--- src/rtl/tlbfat_pkg.sv ---
// Shared constants and types for the TLB address translator.
`default_nettype none

package tlbfat_pkg;

    // Page offset width and the fixed bias between page and frame numbers
    localparam int OFFSET_BITS = 12;
    localparam int FRAME_BIAS  = 4;

    // Configuration register
    localparam int CFG_W       = 5;
    localparam logic [CFG_W-1:0] CFG_RESET = CFG_W'(16);

    // Event counters
    localparam int CNT_W   = 32;
    localparam int NUM_CNT = 5;

    typedef logic [CNT_W-1:0] cnt_t;

    typedef enum logic [2:0] {
        CNT_TLB_HIT    = 3'd0,
        CNT_TLB_MISS   = 3'd1,
        CNT_TABLE_HIT  = 3'd2,
        CNT_TABLE_MISS = 3'd3,
        CNT_ACCESS     = 3'd4
    } cnt_sel_t;

    // Saturating increment
    function automatic cnt_t cnt_bump(input cnt_t value, input logic en);
        cnt_t result;
        result = value;
        if (en && (value != {CNT_W{1'b1}}))
        begin
            result = value + cnt_t'(1);
        end
        return result;
    endfunction

endpackage

`default_nettype wire

--- src/rtl/tlbfat_if.sv ---
// Request and result channel interfaces of the TLB address translator.
`default_nettype none

interface tlbfat_req_if #(
    parameter int PAGE_BITS = 8
);
    import tlbfat_pkg::*;

    logic                             valid;
    logic                             ready;
    logic [PAGE_BITS+OFFSET_BITS-1:0] vaddr;

    modport source (output valid, output vaddr, input ready);
    modport sink   (input valid, input vaddr, output ready);
endinterface

interface tlbfat_rsp_if #(
    parameter int PAGE_BITS = 8
);
    import tlbfat_pkg::*;

    logic                               valid;
    logic                               ready;
    logic [PAGE_BITS+OFFSET_BITS:0]     paddr;
    logic                               tlb_hit;
    logic                               page_fault;
    cnt_t                               tlb_hit_count;
    cnt_t                               tlb_miss_count;
    cnt_t                               table_hit_count;
    cnt_t                               table_miss_count;
    cnt_t                               access_count;

    modport source (
        output valid, output paddr, output tlb_hit, output page_fault,
        output tlb_hit_count, output tlb_miss_count, output table_hit_count,
        output table_miss_count, output access_count, input ready
    );
    modport sink (
        input valid, input paddr, input tlb_hit, input page_fault,
        input tlb_hit_count, input tlb_miss_count, input table_hit_count,
        input table_miss_count, input access_count, output ready
    );
endinterface

`default_nettype wire

--- src/rtl/tlb_fifo_address_translator.sv ---
// Top level: fully associative TLB with FIFO replacement and page table fallback.
//
//  channel | dir | handshake        | payload
//  --------+-----+------------------+----------------------------------------------
//  req     | in  | valid / ready    | vaddr
//  rsp     | out | valid / ready    | paddr, tlb_hit, page_fault, counters
//  cfg     | in  | cfg_write_en     | cfg_write_data = tlb_entries_in_use
//
//  One request a cycle while the result is not stalled. A request waits in the input register, where the
//  parallel tag compare, the page table valid lookup and all state updates happen;
//  its result is then registered in the output register, which holds it until taken.
//  Reset empties the TLB and the page table and clears the counters; no clearing pass.
//  A stalled result holds the input register; req.ready stays high while it is empty.
`default_nettype none

module tlb_fifo_address_translator #(
    parameter int TLB_DEPTH = 16,
    parameter int PAGE_BITS = 8
) (
    input  wire logic                          clk,
    input  wire logic                          rst_n,
    tlbfat_req_if.sink                         req,
    tlbfat_rsp_if.source                       rsp,
    input  wire logic                          cfg_write_en,
    input  wire logic [tlbfat_pkg::CFG_W-1:0]  cfg_write_data
);
    import tlbfat_pkg::*;

    localparam int VA_W    = PAGE_BITS + OFFSET_BITS;
    localparam int FRAME_W = PAGE_BITS + 1;
    localparam int PA_W    = FRAME_W + OFFSET_BITS;
    localparam int PAGES   = 1 << PAGE_BITS;
    localparam int FILL_W  = $clog2(TLB_DEPTH + 1);
    localparam int PTR_W   = (TLB_DEPTH > 1) ? $clog2(TLB_DEPTH) : 1;
    localparam int SUM_W   = FILL_W + 1;
    localparam int CMP_W   = 8;

    typedef logic [PAGE_BITS-1:0] page_t;

    // Configuration
    logic [CFG_W-1:0]     cfg_reg;

    // Input register
    logic                 in_valid_reg;
    logic [VA_W-1:0]      va_reg;

    // TLB ring
    page_t                tag_reg [TLB_DEPTH];
    logic [TLB_DEPTH-1:0] tlb_valid_reg;
    logic [TLB_DEPTH-1:0] tlb_valid_next;
    logic [FILL_W-1:0]    fill_reg;
    logic [FILL_W-1:0]    fill_next;
    logic [PTR_W-1:0]     oldest_reg;
    logic [PTR_W-1:0]     oldest_next;

    // Page table: each mapped page sits at frame page + bias, so only validity is kept
    logic [PAGES-1:0]     table_valid_reg;
    logic [PAGES-1:0]     table_valid_next;

    cnt_t                 cnt_reg  [NUM_CNT];
    cnt_t                 cnt_next [NUM_CNT];

    // Output register
    logic                 out_valid_reg;
    logic [PA_W-1:0]      pa_reg;
    logic                 hit_reg;
    logic                 fault_reg;

    logic                 advance;
    logic                 process;
    page_t                page;
    logic [OFFSET_BITS-1:0] offset;
    logic [TLB_DEPTH-1:0] match;
    logic                 hit;
    logic                 table_hit;
    logic                 fault;
    logic [FRAME_W-1:0]   frame;
    logic [CMP_W-1:0]     cap;
    logic                 evict;
    logic [SUM_W-1:0]     slot_sum;
    logic [PTR_W-1:0]     slot;

    assign advance   = !out_valid_reg || rsp.ready;
    assign process   = in_valid_reg && advance;
    assign req.ready = !in_valid_reg || advance;

    assign page   = va_reg[VA_W-1:OFFSET_BITS];
    assign offset = va_reg[OFFSET_BITS-1:0];

    always_comb
    begin
        for (int i = 0; i < TLB_DEPTH; i++)
        begin
            match[i] = tlb_valid_reg[i] && (tag_reg[i] == page);
        end
    end

    assign hit       = |match;
    assign table_hit = !hit && table_valid_reg[page];
    assign fault     = !hit && !table_valid_reg[page];
    assign frame     = {1'b0, page} + FRAME_W'(FRAME_BIAS);

    // Clamp the in-use count to 1..TLB_DEPTH
    always_comb
    begin
        cap = CMP_W'(cfg_reg);
        if (cfg_reg == '0)
        begin
            cap = CMP_W'(1);
        end
        else if (CMP_W'(cfg_reg) > CMP_W'(TLB_DEPTH))
        begin
            cap = CMP_W'(TLB_DEPTH);
        end
    end

    assign evict    = CMP_W'(fill_reg) >= cap;
    assign slot_sum = SUM_W'(oldest_reg) + SUM_W'(fill_reg);

    always_comb
    begin
        if (slot_sum >= SUM_W'(TLB_DEPTH))
        begin
            slot = PTR_W'(slot_sum - SUM_W'(TLB_DEPTH));
        end
        else
        begin
            slot = PTR_W'(slot_sum);
        end
    end

    always_comb
    begin
        tlb_valid_next   = tlb_valid_reg;
        fill_next        = fill_reg;
        oldest_next      = oldest_reg;
        table_valid_next = table_valid_reg;
        for (int k = 0; k < NUM_CNT; k++)
        begin
            cnt_next[k] = cnt_reg[k];
        end
        if (process)
        begin
            cnt_next[CNT_ACCESS]     = cnt_bump(cnt_reg[CNT_ACCESS], 1'b1);
            cnt_next[CNT_TLB_HIT]    = cnt_bump(cnt_reg[CNT_TLB_HIT], hit);
            cnt_next[CNT_TLB_MISS]   = cnt_bump(cnt_reg[CNT_TLB_MISS], !hit);
            cnt_next[CNT_TABLE_HIT]  = cnt_bump(cnt_reg[CNT_TABLE_HIT], table_hit);
            cnt_next[CNT_TABLE_MISS] = cnt_bump(cnt_reg[CNT_TABLE_MISS], fault);
            if (fault)
            begin
                table_valid_next[page] = 1'b1;
            end
            if (!hit)
            begin
                // Drop the oldest entry once the fill count reaches the in-use count; the new one lands after the last
                if (evict)
                begin
                    tlb_valid_next[oldest_reg] = 1'b0;
                    if (oldest_reg == PTR_W'(TLB_DEPTH - 1))
                    begin
                        oldest_next = '0;
                    end
                    else
                    begin
                        oldest_next = oldest_reg + PTR_W'(1);
                    end
                end
                else
                begin
                    fill_next = fill_reg + FILL_W'(1);
                end
                tlb_valid_next[slot] = 1'b1;
            end
        end
    end

    always_ff @(posedge clk or negedge rst_n)
    begin
        if (!rst_n)
        begin
            cfg_reg         <= CFG_RESET;
            in_valid_reg    <= 1'b0;
            out_valid_reg   <= 1'b0;
            tlb_valid_reg   <= '0;
            fill_reg        <= '0;
            oldest_reg      <= '0;
            table_valid_reg <= '0;
            for (int k = 0; k < NUM_CNT; k++)
            begin
                cnt_reg[k] <= '0;
            end
        end
        else
        begin
            if (cfg_write_en)
            begin
                cfg_reg <= cfg_write_data;
            end
            if (req.ready)
            begin
                in_valid_reg <= req.valid;
            end
            if (advance)
            begin
                out_valid_reg <= in_valid_reg;
            end
            tlb_valid_reg   <= tlb_valid_next;
            fill_reg        <= fill_next;
            oldest_reg      <= oldest_next;
            table_valid_reg <= table_valid_next;
            for (int k = 0; k < NUM_CNT; k++)
            begin
                cnt_reg[k] <= cnt_next[k];
            end
        end
    end

    always_ff @(posedge clk)
    begin
        if (req.valid && req.ready)
        begin
            va_reg <= req.vaddr;
        end
        if (process && !hit)
        begin
            tag_reg[slot] <= page;
        end
        if (process)
        begin
            pa_reg    <= {frame, offset};
            hit_reg   <= hit;
            fault_reg <= fault;
        end
    end

    assign rsp.valid            = out_valid_reg;
    assign rsp.paddr            = pa_reg;
    assign rsp.tlb_hit          = hit_reg;
    assign rsp.page_fault       = fault_reg;
    assign rsp.tlb_hit_count    = cnt_reg[CNT_TLB_HIT];
    assign rsp.tlb_miss_count   = cnt_reg[CNT_TLB_MISS];
    assign rsp.table_hit_count  = cnt_reg[CNT_TABLE_HIT];
    assign rsp.table_miss_count = cnt_reg[CNT_TABLE_MISS];
    assign rsp.access_count     = cnt_reg[CNT_ACCESS];

    // Fill count tracks the ring's valid bits
    a_fill_matches_valid: assert property (@(posedge clk) disable iff (!rst_n)
        $countones(tlb_valid_reg) == int'(fill_reg))
        else $error("TLB fill count disagrees with valid entries");

    a_fill_bound: assert property (@(posedge clk) disable iff (!rst_n)
        int'(fill_reg) <= TLB_DEPTH)
        else $error("TLB fill count above depth");

    a_hit_fault_excl: assert property (@(posedge clk) disable iff (!rst_n)
        out_valid_reg |-> !(hit_reg && fault_reg))
        else $error("TLB hit and page fault on the same result");

    // A fault maps the page, so the same page cannot fault on the next request
    a_no_repeat_fault: assert property (@(posedge clk) disable iff (!rst_n)
        (process && fault) |=> !(in_valid_reg && fault && (page == $past(page))))
        else $error("Page faulted twice in a row");

    // Until saturation, hits and misses add up to the accesses
    a_count_sum: assert property (@(posedge clk) disable iff (!rst_n)
        (out_valid_reg && (cnt_reg[CNT_ACCESS] != {CNT_W{1'b1}})) |->
        ((33'(cnt_reg[CNT_TLB_HIT]) + 33'(cnt_reg[CNT_TLB_MISS]))
            == 33'(cnt_reg[CNT_ACCESS])))
        else $error("Hit and miss counts do not sum to access count");

endmodule

`default_nettype wire
--- src/flat_wrapper.sv ---
// flat-port wrapper written by rule: the top's interface ports become plain ports
module tlb_fifo_address_translator_flat import tlbfat_pkg::*;
#(
    parameter int TLB_DEPTH = 16,
    parameter int PAGE_BITS = 8
)
  (clk, rst_n, cfg_write_en, cfg_write_data, req_valid, req_vaddr, req_ready, rsp_valid, rsp_paddr, rsp_tlb_hit, rsp_page_fault, rsp_tlb_hit_count, rsp_tlb_miss_count, rsp_table_hit_count, rsp_table_miss_count, rsp_access_count, rsp_ready);
  tlbfat_req_if #(.PAGE_BITS(PAGE_BITS)) req_i ();
  tlbfat_rsp_if #(.PAGE_BITS(PAGE_BITS)) rsp_i ();
  input  wire logic clk;
  input  wire logic rst_n;
  input  wire logic cfg_write_en;
  input  wire logic [tlbfat_pkg::CFG_W-1:0] cfg_write_data;
  input wire logic [$bits(req_i.valid)-1:0] req_valid;
  input wire logic [$bits(req_i.vaddr)-1:0] req_vaddr;
  output wire logic [$bits(req_i.ready)-1:0] req_ready;
  output wire logic [$bits(rsp_i.valid)-1:0] rsp_valid;
  output wire logic [$bits(rsp_i.paddr)-1:0] rsp_paddr;
  output wire logic [$bits(rsp_i.tlb_hit)-1:0] rsp_tlb_hit;
  output wire logic [$bits(rsp_i.page_fault)-1:0] rsp_page_fault;
  output wire logic [$bits(rsp_i.tlb_hit_count)-1:0] rsp_tlb_hit_count;
  output wire logic [$bits(rsp_i.tlb_miss_count)-1:0] rsp_tlb_miss_count;
  output wire logic [$bits(rsp_i.table_hit_count)-1:0] rsp_table_hit_count;
  output wire logic [$bits(rsp_i.table_miss_count)-1:0] rsp_table_miss_count;
  output wire logic [$bits(rsp_i.access_count)-1:0] rsp_access_count;
  input wire logic [$bits(rsp_i.ready)-1:0] rsp_ready;
  assign req_i.valid = req_valid;
  assign req_i.vaddr = req_vaddr;
  assign req_ready = req_i.ready;
  assign rsp_valid = rsp_i.valid;
  assign rsp_paddr = rsp_i.paddr;
  assign rsp_tlb_hit = rsp_i.tlb_hit;
  assign rsp_page_fault = rsp_i.page_fault;
  assign rsp_tlb_hit_count = rsp_i.tlb_hit_count;
  assign rsp_tlb_miss_count = rsp_i.tlb_miss_count;
  assign rsp_table_hit_count = rsp_i.table_hit_count;
  assign rsp_table_miss_count = rsp_i.table_miss_count;
  assign rsp_access_count = rsp_i.access_count;
  assign rsp_i.ready = rsp_ready;
  tlb_fifo_address_translator #(.TLB_DEPTH(TLB_DEPTH), .PAGE_BITS(PAGE_BITS)) u_core (.clk(clk), .rst_n(rst_n), .req(req_i), .rsp(rsp_i), .cfg_write_en(cfg_write_en), .cfg_write_data(cfg_write_data));
endmodule
--- config.mk ---
export PLATFORM = sky130hd
export DESIGN_NAME = tlb_fifo_address_translator_flat
export DESIGN_NICKNAME = d
export VERILOG_FILES = /design/src/rtl/tlbfat_pkg.sv /design/src/rtl/tlbfat_if.sv /design/src/rtl/tlb_fifo_address_translator.sv /design/src/flat_wrapper.sv
export SDC_FILE = /design/constraint.sdc
export NUM_CORES = 1
export LEC_CHECK = 0
export ABC_AREA = 1
export BUFFER_PORTS_ARGS = -buffer_cell sky130_fd_sc_hd__buf_2
export CORE_MARGIN = 8
export CORE_UTILIZATION = 35
export DETAILED_ROUTE_END_ITERATION = 12
export PLACE_DENSITY = 0.51
export SKIP_LAST_GASP = 1
export SLEW_MARGIN = 10
export SYNTH_ARGS = -nofsm -noshare
export SYNTH_HDL_FRONTEND = slang
export SYNTH_SLANG_ARGS = --single-unit
--- constraint.sdc ---
create_clock -name clk -period 8.3 [get_ports clk]
set_input_delay 1.245 -clock clk [delete_from_list [all_inputs] [get_ports clk]]
set_output_delay 1.245 -clock clk [all_outputs]
set_load 0.01 [all_outputs]
; ---- After elaboration in Yosys (flattened, before gate mapping)
; Memory sizes are Yosys's and may differ from the RTL's.
; Cells that the tools add are included.
[classes]
n_addsub = 10
magnitude_cmp = 9
n_eq_ne = 22
mux = 17
bitwise = 6
reduce_logical = 45
[ops]
columns = operator, count
row1 = $or A256 B256 Y256, 1
row2 = $add A32 B1 Y32 const B, 5
row3 = $ne A32 B32 Y1 const B, 5
row4 = $eq A8 B8 Y1, 16
row5 = $mux W16, 3
row6 = $logic_and A1 B1 Y1, 28
row7 = $and A16 B16 Y16, 1
row8 = $not A16 Y16, 1
row9 = $or A16 B16 Y16, 1
row10 = $reduce_or A16 Y1, 1
row11 = $reduce_and A2 Y1, 7
row12 = $lt A4 B5 Y1 const B, 2
row13 = $add A8 B3 Y9 const B, 1
row14 = $lt A8 B9 Y1 const B, 1
row15 = $bmux W1 S8, 1
row16 = $demux W1 S4, 2
row17 = $demux W1 S8, 1
row18 = $ge A4 B1 Y1 const B, 2
row19 = $ge A5 B8 Y1, 1
row20 = $ge A8 B1 Y1 const B, 1
row21 = $mux W4, 2
row22 = $mux W8, 1
row23 = $add A4 B5 Y6, 1
row24 = $ge A6 B5 Y1 const B, 1
row25 = other kinds (12), 23
[totals]
regBits = 491
ramBits = 128
inputBits = 30
out_inout_bits = 185
mem_count = 1
[memory_table]
columns = name, words, width, rd, rd_clocked_by_memory_dff, write_ports, line_no
row1 = u_core.tag_reg, 16, 8, 16, 0, 1, tlb_fifo_address_translator.sv:48  ; page_t tag_reg [TLB_DEPTH];

; ---- Logic depth before layout (Yosys ltp)
; Gate-level depths: netlist of the first run.
[logic_depth]
depth_word = 10
ltp_mapped = 19
mapped_depth_nobuf = 16

; ---- Least setup slack after synthesis of the first run
; Ideal clock, no wire load.
[synth_path]
path_type = register to register
start = register u_core.va_reg[14]
end = memory u_core.tag_reg[0][0] in the netlist's numbering, enable pin
setup_ns = 0.370
arrival_ns = 2.681
required_time_ns = 7.930
path_slack_ns = 5.249
stages_incl_launch_ff = 16
path_buffers = 3
path_cell_list = edfxtp_1 > buf_2 > inv_1 > buf_2 > o21ai_0 > nor2_1 > nand3_1 > nor2_1 > nor2_1 > nand2_1 > nor2_1 > nand2_1 > nor2_4 > clkbuf_1 > nand2_1 > nor2_1
[synth_between]
elab_chain_cells = 7
word_cells_on_any_way = 37
[synth_rtl]
columns = item, line_no
row1 = start: declaration, tlb_fifo_address_translator.sv:45  ; logic [VA_W-1:0] va_reg;
row2 = start signal: assignment, tlb_fifo_address_translator.sv:222  ; va_reg <= req.vaddr;
row3 = $eq A8 B8 Y1, tlb_fifo_address_translator.sv:94  ; match[i] = tlb_valid_reg[i] && (tag_reg[i] == page);
row4 = $logic_and A1 B1 Y1, tlb_fifo_address_translator.sv:94
row5 = $reduce_or A16 Y1 *, tlb_fifo_address_translator.sv:98  ; assign hit = |match;
row6 = named net u_core.hit, tlb_fifo_address_translator.sv:74  ; logic hit;
row7 = $logic_not A1 Y1 *, tlb_fifo_address_translator.sv:224  ; if (process && !hit)
row8 = $logic_and A1 B1 Y1 *, tlb_fifo_address_translator.sv:224
row9 = $mux W1 *, tlb_fifo_address_translator.sv:224
row10 = $mux W1 (not written as such) *, tlb_fifo_address_translator.sv:226  ; tag_reg[slot] <= page;
row11 = end: declaration, tlb_fifo_address_translator.sv:48
; The timed path passes the listed nets; every way through them passes the cells marked *.

; ---- Worst setup path after layout of the first run
[layout_path]
start = register u_core.va_reg[13]
end = register u_core.table_valid_reg[66]
[layout_between]
elab_chain_cells = 6
word_cells_on_any_way = 45
[layout_rtl]
columns = item, line_no
row1 = "parallel branches: the longest is 6 deep, another holds $bmux W1 S8", n/a
row2 = end signal: assignment, tlb_fifo_address_translator.sv:210  ; table_valid_reg <= table_valid_next;
row3 = end: declaration, tlb_fifo_address_translator.sv:57  ; logic [PAGES-1:0] table_valid_reg;
; Several ways; the timed one is not identified. The select of a mux whose other input is x is not followed.
; A chain may end at the register's enable or synchronous reset.

==> results.json, run 1 <==
{
  "status": "finished clean",
  "max_freq_mhz": 188,
  "drive_gt1_frac": 0.101,
  "clk_latency_ps": 630,
  "post-route-period-util": 0.640,
  "synth_top_family_by_area": "simple AND/OR/NAND/NOR gates",
  "placed_area_um2": 33300,
  "power_switching_share": 0.324,
  "p_sw_uw": 2800,
  "setup_viol": 0,
  "vias": 25400,
  "p_leak_uw": 0.0162,
  "cts_sinks": 619,
  "start_util": 0.352,
  "num_rows": 109,
  "pwr-share-comb": 0.200,
  "cts-root-buf": "clkbuf_16",
  "worst_pin_slew_ps": 1290,
  "synth_mux_area_frac": 0,
  "yosysWarnings": 0,
  "post-cts-setup-buffers": 0,
  "viasPerCell": 4.95,
  "cts_resized": 0,
  "critPathMaxFanout": 179,
  "fp.dieW_um": 314,
  "routed_wl_um": 94300,
  "synthFlopType": "dfrtp_1",
  "pwr-share-clk": 0.368,
  "port_buffers": 214,
  "fin_nets": 3957,
  "ys_ff_latch": 619,
  "cts.clk_slew.worst_paths_ps": 60,
  "peakVddDrop_mv": 0.245,
  "rsz0062_at_grt": "no",
  "cp.arrival_ps": 5760,
  "post-dp-hpwl_um": 60600,
  "tns_ps": 0,
  "drtIter0Drc": 1831,
  "cp-start-kind": "flop",
  "ys_seq_area_frac": 0.527,
  "synth_area_per_cell_um2": 8.32,
  "firstDrtPassIters": 5,
  "relSlewSlack": 0.134,
  "core_area_um2": 88100,
  "skew_ps": 29.8,
  "fin_util": 0.405,
  "cp_data_required_time_ps": 8750,
  "slew_viol_final": 0,
  "grt_first_pass_wirelength_um": 149000,
  "cts_inserted_buffers": 72,
  "final_design_area_no_fill_um2": 35700,
  "synth_nets": 3783,
  "cp_common_cell": "nand2_1",
  "drtAntennaViolNets": 0,
  "grt_max_degree": 180,
  "synthTopCellsByCount": "nand2_1 (1037), dfrtp_1 (447), nor2_1 (426), inv_1 (351), o21ai_0 (278)",
  "largest_reg_flops": 256,
  "cts_tree": "built",
  "post_drt_wl_per_cell_um": 18.4,
  "synth_top_area_frac": 0.360,
  "synth_compound_area_frac": 0.0953,
  "cts_buffer_depth": 3,
  "die_h_um": 314,
  "crit_slowest_cell": "buf_4",
  "ioPinCount": 215,
  "critPathKind": "reg2reg",
  "track_usage": 0.188,
  "synthAdderAreaFrac": 0.00951,
  "synth_area_um2": 31000,
  "cts_hold_buf": 0,
  "netlist_instances": 3730,
  "gp_congestion": 0.878,
  "maxCapViolCount": 0,
  "yosysTopAreaCell": "dfrtp_1",
  "yosysMostFrequentCell": "nand2_1",
  "grt_overflow": 0,
  "antenna_found_initial": 3,
  "finalCriticalPeriod_ps": 5310,
  "p_int_uw": 5830,
  "grt_pass1_vias": 25000,
  "synth_cell_type_count": 39,
  "synthXorXnorAreaFrac": 0.0567,
  "power_density_nw_per_um2": 242,
  "syn2layout_area_growth_pct": 14.9,
  "end_kind": "flop",
  "htree_levels": 3,
  "timing_hold_violations_final": 0,
  "synth_edf_count": 171,
  "crit_chain": "inv_2 -> buf_4 -> nand2_4 -> inv_2 -> nand2_1 -> nand3_1 -> nand3_1 -> nand2_1 -> nand2_1 -> nand2_1 -> o21ai_1 -> nand2_1 -> nor2_4 -> buf_4 -> nand2_8 -> buf_4 -> o21ai_0",
  "synthSimpleGateAreaFrac": 0.245,
  "dieArea_um2": 98500,
  "drc": 0,
  "synth_area_leaders": "dfrtp_1 (36%), edfxtp_1 (17%), nand2_1 (13%)",
  "async_flop_share": 0.724,
  "p_seq_frac": 0.432,
  "critPathMaxStageDelay_ps": 800,
  "holdCritPathClass": "reg2reg"
}
[path summary, 6_finish.rpt]
check,start,endpoint,slack [ps],depth (start not counted)
worst max register to register,u_core.va_reg[13],u_core.table_valid_reg[66],2990,17
min in group asynchronous,rst_n,u_core.table_valid_reg[199],640,1
max in group asynchronous,rst_n,u_core.rsp.table_hit_count[31],6210,2
worst max-delay path,u_core.va_reg[13],u_core.table_valid_reg[66],2990,17
worst min-delay path,u_core.va_reg[8],u_core.rsp.paddr[8],420,0
worst min register to register,u_core.va_reg[8],u_core.rsp.paddr[8],420,0
[area by class of cell]
type,instances,area [µm²]
Fill cell,9162,52400
Sequential cell,619,16300
Multi-Input combinational cell,2587,12700
Clock buffer,95,2010
Timing Repair Buffer,267,1500
Tap cell,1165,1460
Inverter,357,1340
Clock inverter,34,338
Antenna cell,1,2.50
[stage by stage]
stage / power [µW] / worst slack, ps / hold WS, ps / std cells
global placement: 5520 / 3100 / 401 / 4995
finish: 8620 / 2990 / 419 / 5125
CTS: 8750 / 3030 / 415 / 5124
floorplan: 4830 / 5250 / 400 / 3730
global route: 9090 / 2650 / 417 / 5125
detailed placement: 5520 / 3050 / 405 / 4995
[layer usage]
metal	vias to the layer above	track usage	part of all wire
met4	0	0.0535	0.023
met3	145	0.0221	0.039
met1	12200	0.256	0.45
met2	540	0.316	0.48
met5	-	0	0
li1	12400	-	-
[placed cells by master, fill, tap and decap left out, types with 15 or more instances in the layout]
cell	n
nor2_1	419
nand3_1	174
inv_1	349
xor2_1	141
a21oi_1	43
dfrtp_1	447
a31oi_1	15
o21ai_0	278
nand4_1	76
nor3_1	89
o22ai_1	19
o21ai_1	27
ha_1	22
edfxtp_1	171
clkinv_2	16
nor4_1	32
clkbuf_16	74
buf_4	51
o21bai_1	117
nand2_1	1037
xnor2_1	60
buf_2	213
[critical path, delay by kind of cell (launching register included)]
family          cells  cell delay (ps)
flops               1              540
simple gates       10             1960
compound gates      2              250
buf+inv             5             2080
[cell families (layout without fill, tap and decap cells)]
logic type	Yosys count	in the layout
xor gates and xnor gates	201	201
and+or+nand+nor	1849	1849
other	0	1
DFF	619	619
buffers and inverters	524	753
adders and majority gates	23	23
AOI/OAI and AO/OA	514	514
[power groups by stage]
stage	combinational [µW]	clock, µW	sequential [µW]
after CTS	1740	3270	3730
after global routing	1930	3390	3770
after detailed placement	1740	0	3780
after floorplan	1070	0	3760
final	1720	3180	3730
after global placement	1730	0	3780
(Power assumes the default switching activity.)
==> run 2, diff against run 1 <==
==> constraint.sdc (replaced) <==
create_clock -name clk -period 5.35 [get_ports clk]
set_input_delay 0.8025 -clock clk [delete_from_list [all_inputs] [get_ports clk]]
set_output_delay 0.8025 -clock clk [all_outputs]
set_load 0.01 [all_outputs]
==> run 2 against run 1 <==
Against the previous run: critical path depth shrank 1; total power is 55% higher; sequential share of layout area shrank 0.18 points; worst setup slack worse by 1800 ps; combinational power is 56% higher; design area up 0.40%; sequential power up 55%; non-clock buffer count up 11; largest cell class unchanged.
==> results.json, run 2 (synthesis results as in run 1) <==
{
  "cp-start-kind": "flop",
  "firstDrtPassIters": 5,
  "core_area_um2": 88100,
  "post-route-period-util": 0.786,
  "start_util": 0.352,
  "grt_overflow": 0,
  "drive_gt1_frac": 0.102,
  "post-dp-hpwl_um": 60900,
  "reg2reg_depth": 16,
  "status": "finished clean",
  "cts_sinks": 619,
  "p_leak_uw": 0.0162,
  "n_antenna_cell": 0,
  "antenna_found_initial": 2,
  "dieArea_um2": 98500,
  "vias": 25400,
  "slew_viol_final": 0,
  "end_kind": "flop",
  "critPathKind": "reg2reg",
  "reg2reg_to": "u_core.rsp.tlb_miss_count[8]",
  "tns_ps": 0,
  "viasPerCell": 4.95,
  "cts_hold_buf": 0,
  "setup_viol": 0,
  "critPathMaxFanout": 68,
  "maxCapViolCount": 0,
  "cts_buffer_depth": 3,
  "cts_inserted_buffers": 72,
  "htree_levels": 3,
  "power_density_nw_per_um2": 374,
  "clk_latency_ps": 620,
  "cts-root-buf": "clkbuf_16",
  "rsz0062_at_grt": "no",
  "syn2layout_area_growth_pct": 15.3,
  "grt_pass1_vias": 25100,
  "dp.cells": 5006,
  "timing_hold_violations_final": 0,
  "cts_resized": 0,
  "ioPinCount": 215,
  "die_h_um": 314,
  "track_usage": 0.189,
  "cts.clk_slew.worst_paths_ps": 60,
  "skew_ps": 22.5,
  "finalCriticalPeriod_ps": 4200,
  "largest_reg_flops": 256,
  "final_common_cell": "nand2_1",
  "worst_pin_slew_ps": 1220,
  "port_buffers": 214,
  "cp_data_required_time_ps": 5810,
  "grt_max_degree": 104,
  "cts_tree": "built",
  "grt_first_pass_wirelength_um": 150000,
  "post_drt_wl_per_cell_um": 18.5,
  "reg2reg_from": "u_core.va_reg[13]",
  "post-cts-setup-buffers": 0,
  "num_rows": 109,
  "drtIter0Drc": 1956,
  "reg2reg_slack_ps": 1150,
  "peakVddDrop_mv": 0.339,
  "routed_wl_um": 95200,
  "layout_common_cells": "nand2_1 (1037), dfrtp_1 (447), nor2_1 (419)",
  "final_cells": 5137,
  "cp.arrival_ps": 4660,
  "relSlewSlack": 0.183,
  "drc": 0,
  "max_freq_mhz": 238,
  "fp.dieW_um": 314,
  "drtAntennaViolNets": 0,
  "holdCritPathClass": "in2async",
  "gp_congestion": 0.897,
  "fin_nets": 3968
}
[run 2: cell types whose count changed in the layout (fill, tap and decap cells not counted), moves of 3 or more]
cell / previous run / this run
buf_4: 51 / 56
clkinv_1: 10 / 7
buf_12: 2 / 8
clkinv_2: 16 / 11
clkbuf_1: 13 / 22
[run 2: worst max path at each step]
stage | start | slack (ps) | end | cells past startpoint
2_1_floorplan | u_core.va_reg[14] | 2300 | u_core.tag_reg[0][0] | 15
3_3_place_gp | u_core.va_reg[13] | 1230 | u_core.rsp.tlb_miss_count[30] | 16
3_5_place_dp | u_core.va_reg[13] | 1150 | u_core.rsp.tlb_miss_count[18] | 16
4_1_cts | u_core.va_reg[13] | 1100 | u_core.rsp.tlb_miss_count[8] | 16
5_1_grt | u_core.va_reg[13] | 700 | u_core.rsp.tlb_miss_count[8] | 16
6_report | u_core.va_reg[13] | 1150 | u_core.rsp.tlb_miss_count[8] | 16
[run 2: worst max-delay path, stage by stage, from the launching register on]
cell,delay (ps)
edfxtp_1,420
inv_2,740
nand2_1,130
nand2_1,120
inv_1,50
nand4_1,90
nor2_1,60
nor2_1,170
nand2_1,90
nor2_1,210
nand2_1,270
nor2_4,390
buf_4,640
o21ai_4,90
buf_4,320
nand2_1,120
o21ai_0,90
[run 2: metrics by stage]
step / setup WS, ps / utilization / hold WS (ps) / power (µW) / cell area [µm²]
6_report: 1150 / 0.406 / 269 / 13400 / 35800
5_1_grt: 704 / 0.406 / 313 / 14100 / 35800
4_1_cts: 1100 / 0.406 / 283 / 13600 / 35800
3_5_place_dp: 1150 / 0.380 / 405 / 8570 / 33500
3_3_place_gp: 1230 / 0.380 / 401 / 8560 / 33500
2_1_floorplan: 2300 / - / 400 / 7500 / 31000
[run 2: where the power goes]
group | switching [µW] | total, µW | internal, µW
clock network | 2000 | 4930 | 2930
logic | 1920 | 2690 | 770
registers | 371 | 5770 | 5400
total | 4290 | 13400 | 9100
[run 2: per-layer routing]
layer,global-route usage,share of wire
met5,0,0
met1,0.255,0.45
met4,0.0519,0.022
met2,0.319,0.48
met3,0.0273,0.046
[run 2: layout make-up]
cell class / count / area, µm²
flip-flops and latches: 619 / 16300
clock inverters: 25 / 265
multi-input cells: 2587 / 12700
clock buffers: 106 / 2070
well taps: 1165 / 1460
fillers: 9075 / 52300
inverters: 357 / 1340
repair buffers: 278 / 1660
